**config.mk**
```make
export PLATFORM = sky130hd
export DESIGN_NAME = button_press_classifier
export DESIGN_NICKNAME = d
export VERILOG_FILES = /design/src/rtl/bpc_pkg.sv /design/src/rtl/bpc_step.sv /design/src/rtl/button_press_classifier.sv
export SDC_FILE = /design/constraint.sdc
export NUM_CORES = 1
export LEC_CHECK = 0
export ABC_AREA = 1
export BUFFER_PORTS_ARGS = -buffer_cell sky130_fd_sc_hd__buf_2
export CORE_MARGIN = 4
export CORE_UTILIZATION = 38
export DETAILED_ROUTE_END_ITERATION = 10
export PLACE_DENSITY_LB_ADDON = 0.25
export SYNTH_ARGS = -nofsm -noshare
export SYNTH_HDL_FRONTEND = slang
export SYNTH_SLANG_ARGS = --single-unit
```
**constraint.sdc**
```tcl
create_clock -name clk -period 2.1 [get_ports clk]
set_clock_uncertainty 0.1 [all_clocks]
set_input_delay 0.42 -clock clk [delete_from_list [all_inputs] [get_ports clk]]
set_output_delay 0.42 -clock clk [all_outputs]
set_load 0.01 [all_outputs]
```
**src/rtl/bpc_pkg.sv**
```systemverilog
package bpc_pkg;

	// field and register widths
	localparam int TIMER_W = 16;
	localparam int COUNT_W = 4;
	localparam int KEY_W   = 2;

	// register reset values
	localparam logic [TIMER_W-1:0] SHORT_WINDOW_RESET = 16'd750;
	localparam logic [TIMER_W-1:0] LONG_HOLD_RESET    = 16'd4000;

	// press count saturates here
	localparam logic [COUNT_W-1:0] COUNT_MAX = 4'd15;

	// action codes
	localparam logic ACT_TICK = 1'b0;
	localparam logic ACT_KEY  = 1'b1;

	// key event values (three is taken like repeat)
	localparam logic [KEY_W-1:0] KEY_UP     = 2'd0;
	localparam logic [KEY_W-1:0] KEY_DOWN   = 2'd1;
	localparam logic [KEY_W-1:0] KEY_REPEAT = 2'd2;

	// configuration register indexes
	localparam logic REG_SHORT_WINDOW = 1'b0;
	localparam logic REG_LONG_HOLD    = 1'b1;

	typedef enum logic [1:0] {
		GEST_NONE   = 2'd0,
		GEST_SHORT  = 2'd1,
		GEST_DOUBLE = 2'd2,
		GEST_LONG   = 2'd3
	} gesture_t;

	typedef struct packed {
		logic               short_running;
		logic [TIMER_W-1:0] short_remaining;
		logic               long_running;
		logic [TIMER_W-1:0] long_remaining;
		logic [KEY_W-1:0]   last_key_value;
		logic [COUNT_W-1:0] press_count;
	} press_state_t;

	// cleared press state: timers stopped, button up, no presses
	localparam press_state_t STATE_CLEAR = '0;

endpackage

```
**src/rtl/bpc_step.sv**
```systemverilog
module bpc_step (
	input  logic                           action,
	input  logic [bpc_pkg::KEY_W-1:0]      key_value,
	input  logic [bpc_pkg::TIMER_W-1:0]    short_window_ticks,
	input  logic [bpc_pkg::TIMER_W-1:0]    long_hold_ticks,
	input  bpc_pkg::press_state_t          cur,
	output bpc_pkg::press_state_t          nxt,
	output bpc_pkg::gesture_t              gesture
);
	import bpc_pkg::*;

	logic long_exp;
	logic short_exp;
	press_state_t ticked;

	// a running timer expires on the tick that finds it at one or zero
	assign long_exp  = cur.long_running  && (cur.long_remaining  <= 16'd1);
	assign short_exp = cur.short_running && (cur.short_remaining <= 16'd1);

	always_comb begin
		ticked = cur;
		if (cur.long_running) begin
			if (long_exp) begin
				ticked.long_running   = 1'b0;
				ticked.long_remaining = '0;
			end else begin
				ticked.long_remaining = cur.long_remaining - 16'd1;
			end
		end
		if (cur.short_running) begin
			if (short_exp) begin
				ticked.short_running   = 1'b0;
				ticked.short_remaining = '0;
			end else begin
				ticked.short_remaining = cur.short_remaining - 16'd1;
			end
		end
	end

	always_comb begin
		nxt     = cur;
		gesture = GEST_NONE;
		if (action == ACT_KEY) begin
			nxt.last_key_value = key_value;
			if (key_value == KEY_UP) begin
				nxt.long_running   = 1'b0;
				nxt.long_remaining = '0;
				if (!cur.short_running) begin
					nxt = STATE_CLEAR;
				end
			end else begin
				if (cur.press_count < COUNT_MAX) begin
					nxt.press_count = cur.press_count + 4'd1;
				end
				nxt.short_running   = 1'b1;
				nxt.short_remaining = short_window_ticks;
				nxt.long_running    = 1'b1;
				nxt.long_remaining  = long_hold_ticks;
			end
		end else begin
			nxt = ticked;
			priority if (long_exp) begin
				nxt     = STATE_CLEAR;
				gesture = GEST_LONG;
			end else if (short_exp && (cur.last_key_value != KEY_DOWN)) begin
				if (cur.press_count == 4'd1) begin
					gesture = GEST_SHORT;
				end else if (cur.press_count == 4'd2) begin
					gesture = GEST_DOUBLE;
				end
				nxt = STATE_CLEAR;
			end else begin
				// timers only count down
				gesture = GEST_NONE;
			end
		end
	end

endmodule

```
**src/rtl/button_press_classifier.sv**
```systemverilog
// channel   dir  handshake          payload
// s_*       in   s_tvalid/s_tready  tdata[0] action, tdata[2:1] key_value
// m_*       out  m_tvalid/m_tready  tdata[1:0] gesture
// cfg_*     in   cfg_we             cfg_index selects register, cfg_data value
//
// One item per cycle sustained while m_tready stays high. An accepted item is
// registered in the input stage, where the press state is updated and the
// gesture computed in a single pass; the result register then holds the gesture.
// Each item gives exactly one result; key events always give gesture none.
// arst_n clears the press state, empties both stages and reloads the
// registers with 750 and 4000 ticks. A stall on m_tready holds the result and
// backs up into the input stage; s_tready drops only when both are full.
module button_press_classifier (
	input  logic                         clk,
	input  logic                         arst_n,
	input  logic                         s_tvalid,
	output logic                         s_tready,
	input  logic [7:0]                   s_tdata,   // action, key_value, zero pad
	output logic                         m_tvalid,
	input  logic                         m_tready,
	output logic [7:0]                   m_tdata,   // gesture, zero pad
	input  logic                         cfg_we,
	input  logic                         cfg_index,
	input  logic [bpc_pkg::TIMER_W-1:0]  cfg_data
);
	import bpc_pkg::*;

	// configuration
	logic [TIMER_W-1:0] short_window_q;
	logic [TIMER_W-1:0] long_hold_q;

	// input stage
	logic             valid_s1;
	logic             action_s1;
	logic [KEY_W-1:0] key_s1;

	// press state and result register
	press_state_t st_q;
	press_state_t st_nxt;
	gesture_t     gesture_nxt;
	gesture_t     gesture_q;
	logic         out_valid_q;

	logic advance;

	// the input stage moves on when the result register is empty or drained
	assign advance  = valid_s1 && (!out_valid_q || m_tready);
	assign s_tready = !valid_s1 || advance;

	always_ff @(posedge clk or negedge arst_n) begin
		if (!arst_n) begin
			short_window_q <= SHORT_WINDOW_RESET;
			long_hold_q    <= LONG_HOLD_RESET;
		end else if (cfg_we) begin
			unique case (cfg_index)
				REG_SHORT_WINDOW: short_window_q <= cfg_data;
				REG_LONG_HOLD:    long_hold_q    <= cfg_data;
				default:          ;
			endcase
		end
	end

	always_ff @(posedge clk or negedge arst_n) begin
		if (!arst_n) begin
			valid_s1 <= 1'b0;
		end else if (s_tready) begin
			valid_s1 <= s_tvalid;
		end
	end

	always_ff @(posedge clk) begin
		if (s_tvalid && s_tready) begin
			action_s1 <= s_tdata[0];
			key_s1    <= s_tdata[2:1];
		end
	end

	bpc_step u_step (
		.action             (action_s1),
		.key_value          (key_s1),
		.short_window_ticks (short_window_q),
		.long_hold_ticks    (long_hold_q),
		.cur                (st_q),
		.nxt                (st_nxt),
		.gesture            (gesture_nxt)
	);

	always_ff @(posedge clk or negedge arst_n) begin
		if (!arst_n) begin
			st_q        <= STATE_CLEAR;
			out_valid_q <= 1'b0;
		end else begin
			if (advance) begin
				st_q <= st_nxt;
			end
			if (advance) begin
				out_valid_q <= 1'b1;
			end else if (m_tready) begin
				out_valid_q <= 1'b0;
			end
		end
	end

	always_ff @(posedge clk) begin
		if (advance) begin
			gesture_q <= gesture_nxt;
		end
	end

	assign m_tvalid = out_valid_q;
	assign m_tdata  = {6'd0, gesture_q};

	// key events never report a gesture
	a_key_no_gesture: assert property (@(posedge clk) disable iff (!arst_n)
		(advance && action_s1 == ACT_KEY) |=> (gesture_q == GEST_NONE))
		else $error("key event produced a gesture");

	// a long press leaves the press state cleared
	a_long_clears: assert property (@(posedge clk) disable iff (!arst_n)
		(advance && gesture_nxt == GEST_LONG) |=>
		(!st_q.long_running && !st_q.short_running && st_q.press_count == '0))
		else $error("long press did not clear state");

	// a stopped timer holds no leftover count
	a_long_idle_zero: assert property (@(posedge clk) disable iff (!arst_n)
		!st_q.long_running |-> (st_q.long_remaining == '0))
		else $error("stopped long timer has nonzero count");

	a_short_idle_zero: assert property (@(posedge clk) disable iff (!arst_n)
		!st_q.short_running |-> (st_q.short_remaining == '0))
		else $error("stopped short timer has nonzero count");

endmodule

```
==> results by group <==
Logic synthesis
  – Syn Inst Count: 602
  – Ys Warns: 0
  – Post-Synth Adder-Cell Area: 1.93%
  – Largest family of logic cells by synthesized area: simple AND/OR/NAND/NOR gates
  – Post-synthesis sequential area ratio: 44.4%
  – Syn_area_per_cell: 7.55 sq um
  – Mapped cell area: 0.00454 sq mm
  – Mux share of post-synthesis cell area: 0%
  – Unique cell type count in the Yosys netlist: 36
  – Post-synthesis compound-gate area fraction: 7.52%
  – Post-synthesis register bit count: 79
  – Post-Synth Simple-Gate Area: 34.3%
  – Post-Synth XOR/XNOR Area: 3.66%

Clock network
  – Clk sink count: 79
  – Worst-Skew Late Latency: 0.34 ns
  – CTS tree: done
  – CTS Root Cell: clkbuf_16
  – Num CTS Buffers: 9
  – Htree depth: 3
  – Clock slew seen by the registers of the worst setup and hold paths: 0.06 ns
  – Clk buf depth: 2

Place
  – Inst Count DP: 766
  – Port Buffers: 28
  – DPL Wire Length: 7.45 mm
  – Gpl congestion: 0.903

Worst setup path
  – RR Startpoint: st_q[7]
  – Worst setup EP type: register
  – R2R depth: 12
  – Worst setup path start: st_q[7]
  – FF-to-FF setup slack: 0.15 ns
  – CP Capture Point: st_q[33]
  – Req. time, crit path: 2.28 ns
  – Worst setup SP type: register
  – Setup CP Type: register to register
  – Reg2reg end: st_q[33]
  – Worst-path fanout max: 16
  – CP Data Arrival Time: 2.12 ns

Worst hold path
  – Hold WC Path Type: input port to register
  – Hold path cells: 1

Job
  – Max cap viols: 0

Global route
  – Initial antenna violation count: 0
  – Global-route wire length before repair: 17.8 mm
  – Pin count of the biggest net entering global routing: 53
  – Total gr overflow: 0
  – Global-route usage over all layers: 15.6%
  – Vias in the first global route: 3685

Die
  – Full die area: 0.0138 sq mm
  – Initial Util: 39.3%
  – Die Span Y: 117 um
  – IO Pins: 40
  – # rows: 39
  – CORE AREA: 0.0116 sq mm
  – Chip width: 117 um

Pwr
  – VDD IR-drop max: 0.595 mV
  – Power Total: 6830 uW
  – Cell area power density: 1320 mW/mm^2
  – Leak pwr: 0.00262 uW

Routing
  – Via/cell ratio: 4.83
  – Wl on met1: 4.83 mm
  – Vias: 3781
  – DR pass1 iterations: 5
  – Remaining DRCs: 0
  – Initial DRC count: 153
  – Max layer used: met4
  – DRT antenna net count: 0
  – Final WL: 10.4 mm
  – Wirelength per Cell: 13.3 um
  – DR WL met2: 4.99 mm
  – WL met3: 402 um

STA
  – RSZ-0062 raised after global routing: true
  – Hold Vio Cnt, Final: 0
  – Fin crit share: 92.7%
  – Period minus WS final: 1.95 ns
  – Slew Viols, Final: 0
  – Peak Freq: 514 MHz
  – Final setup fails: 0

Cells and area
  – Area added between synthesis and finish: 14.2%
  – Area of the multi-input gates: 0.00218 sq mm
  – Register area: 0.00202 sq mm
  – Share of post-route cells with drive strength above 1: 18.3%
  – Finished Layout Cells: 783
  – Antenna cells: 0
  – Fillcell total: 1165
  – # nets final: 672

Outcome
  – Outcome: finished, final reports clean
## registers in the layout, summed over array words and instances, names as in the netlist
signal,flops
st_q,40
long_hold_q,16
short_window_q,16
gesture_q,2
key_s1,2
action_s1,1
m_tvalid,1
valid_s1,1
## synthesized netlist by cell type
cell type | count | area (sq um)
nand3_1 | 25 | 125
inv_1 | 51 | 191
clkbuf_1 | 9 | 33.8
o21ai_0 | 50 | 250
xor2_1 | 13 | 114
ha_1 | 7 | 87.6
a21oi_1 | 9 | 45.0
edfxtp_1 | 5 | 150
o21bai_4 | 1 | 18.8
nor2_4 | 3 | 33.8
inv_2 | 2 | 7.51
o21ai_1 | 1 | 5.00
nand3_4 | 2 | 35.0
nand4_1 | 7 | 43.8
inv_4 | 1 | 6.26
nand3_2 | 2 | 20.0
buf_12 | 1 | 20.0
buf_4 | 8 | 60.1
buf_1 | 1 | 3.75
a21o_1 | 3 | 22.5
nor2_2 | 9 | 56.3
nor3_1 | 9 | 45.0
nand2_2 | 24 | 150
clkinv_1 | 1 | 3.75
conb_1 | 1 | 3.75
nand2_1 | 199 | 747
nor3b_1 | 2 | 15.0
nor4_1 | 1 | 6.26
buf_2 | 4 | 20.0
nand3b_1 | 4 | 30.0
xnor2_1 | 6 | 52.6
dfrtp_1 | 61 | 1530
buf_6 | 2 | 22.5
nor3_2 | 1 | 10.0
dfstp_2 | 13 | 342
nor2_1 | 64 | 240
## stage by stage
step | util, % | hold WS, ns | worst slack [ns] | instance area [sq um] | TNS [ns]
2_1_floorplan | - | 0.0244 | 0.255 | 4560 | 0
3_3_place_gp | 42.0 | 0.351 | 0.164 | 4860 | 0
3_5_place_dp | 42.0 | 0.355 | 0.118 | 4860 | 0
4_1_cts | 44.8 | 0.151 | 0.0980 | 5180 | 0
5_1_grt | 44.9 | 0.155 | -0.00878 | 5190 | -0.00878
6_report | 44.9 | 0.158 | 0.154 | 5190 | 0
## worst min-delay path by stage
| stage | startpoint | slack, ns | to |
|---|---|---|---|
| 6_report | s_tdata[2] | 0.16 | key_s1[1] |
| 5_1_grt | s_tdata[2] | 0.16 | key_s1[1] |
| 4_1_cts | s_tdata[0] | 0.15 | action_s1 |
| 3_5_place_dp | arst_n | 0.35 | short_window_q[8] |
| 3_3_place_gp | arst_n | 0.35 | short_window_q[13] |
| 2_1_floorplan | arst_n | 0.02 | long_hold_q[0] |
## repair_timing
| action | in CTS | in global routing |
|---|---|---|
| setup endpoints to repair | 0 | 33 |
| buffers inserted | 0 | 0 |
| hold buffers | 1 | 0 |
| resized for setup | 0 | 4 |
| hold endpoints to repair | 18 | 0 |
## layer usage
metal	global-route usage [%]	vias up
li1	-	1938
met1	20.7	1750
met2	25.7	81
met3	2.84	12
met4	5.50	0
met5	0	-
## layout by cell type, fill, tap and decap left out, drive strengths merged
| master | netlist | layout |
|---|---|---|
| clkinv | 1 | 4 |
| nor3 | 10 | 10 |
| dlygate4sd3 | 0 | 1 |
| dfstp | 13 | 13 |
| clkbuf | 9 | 11 |
| nor2 | 76 | 76 |
| nor3b | 2 | 2 |
| a21o | 3 | 3 |
| inv | 54 | 54 |
| edfxtp | 5 | 5 |
| a21oi | 9 | 9 |
| ha | 7 | 7 |
| xnor2 | 6 | 6 |
| bufinv | 0 | 1 |
| o21ai | 51 | 51 |
| o21bai | 1 | 1 |
| nand2 | 223 | 223 |
| xor2 | 13 | 13 |
| conb | 1 | 6 |
| buf | 16 | 41 |
| nor4 | 1 | 1 |
| dfrtp | 61 | 61 |
| nand3 | 29 | 29 |
| nand4 | 7 | 7 |
| clkinvlp | 0 | 1 |
| nand3b | 4 | 4 |
## kinds of logic after synthesis
| family | Yosys count |
|---|---|
| flops | 79 |
| compound gates | 64 |
| fa+ha+maj | 7 |
| simple gates | 352 |
| other cells | 1 |
| buf+inv | 80 |
| xor+xnor | 19 |
## cell type report
type / instances / area share [%]
Multi-Input combinational cell: 448 / 42.0
Clock buffer: 11 / 4.90
Tap cell: 143 / 3.45
Inverter: 55 / 4.05
Timing Repair Buffer: 42 / 5.50
Clock inverter: 5 / 1.23
Sequential cell: 79 / 38.9
## power breakdown
group	leakage (uW)	internal (uW)	switching (uW)
sequential	0.000954	1970	450
combinational	0.00152	1050	1700
clock	0.000151	1000	656
## worst max-delay path: stages (launching register included)
cell and delay [ns]:
dfrtp_1 0.39, inv_1 0.08, ha_2 0.21, inv_1 0.09
nand2_1 0.07, nand2_1 0.06, nor2_2 0.13, nand3_2 0.15
nand3_4 0.17, o21bai_4 0.09, inv_4 0.20, nand2_1 0.09
nand2_1 0.06
No activity file was read; power rests on OpenSTA's default activity.
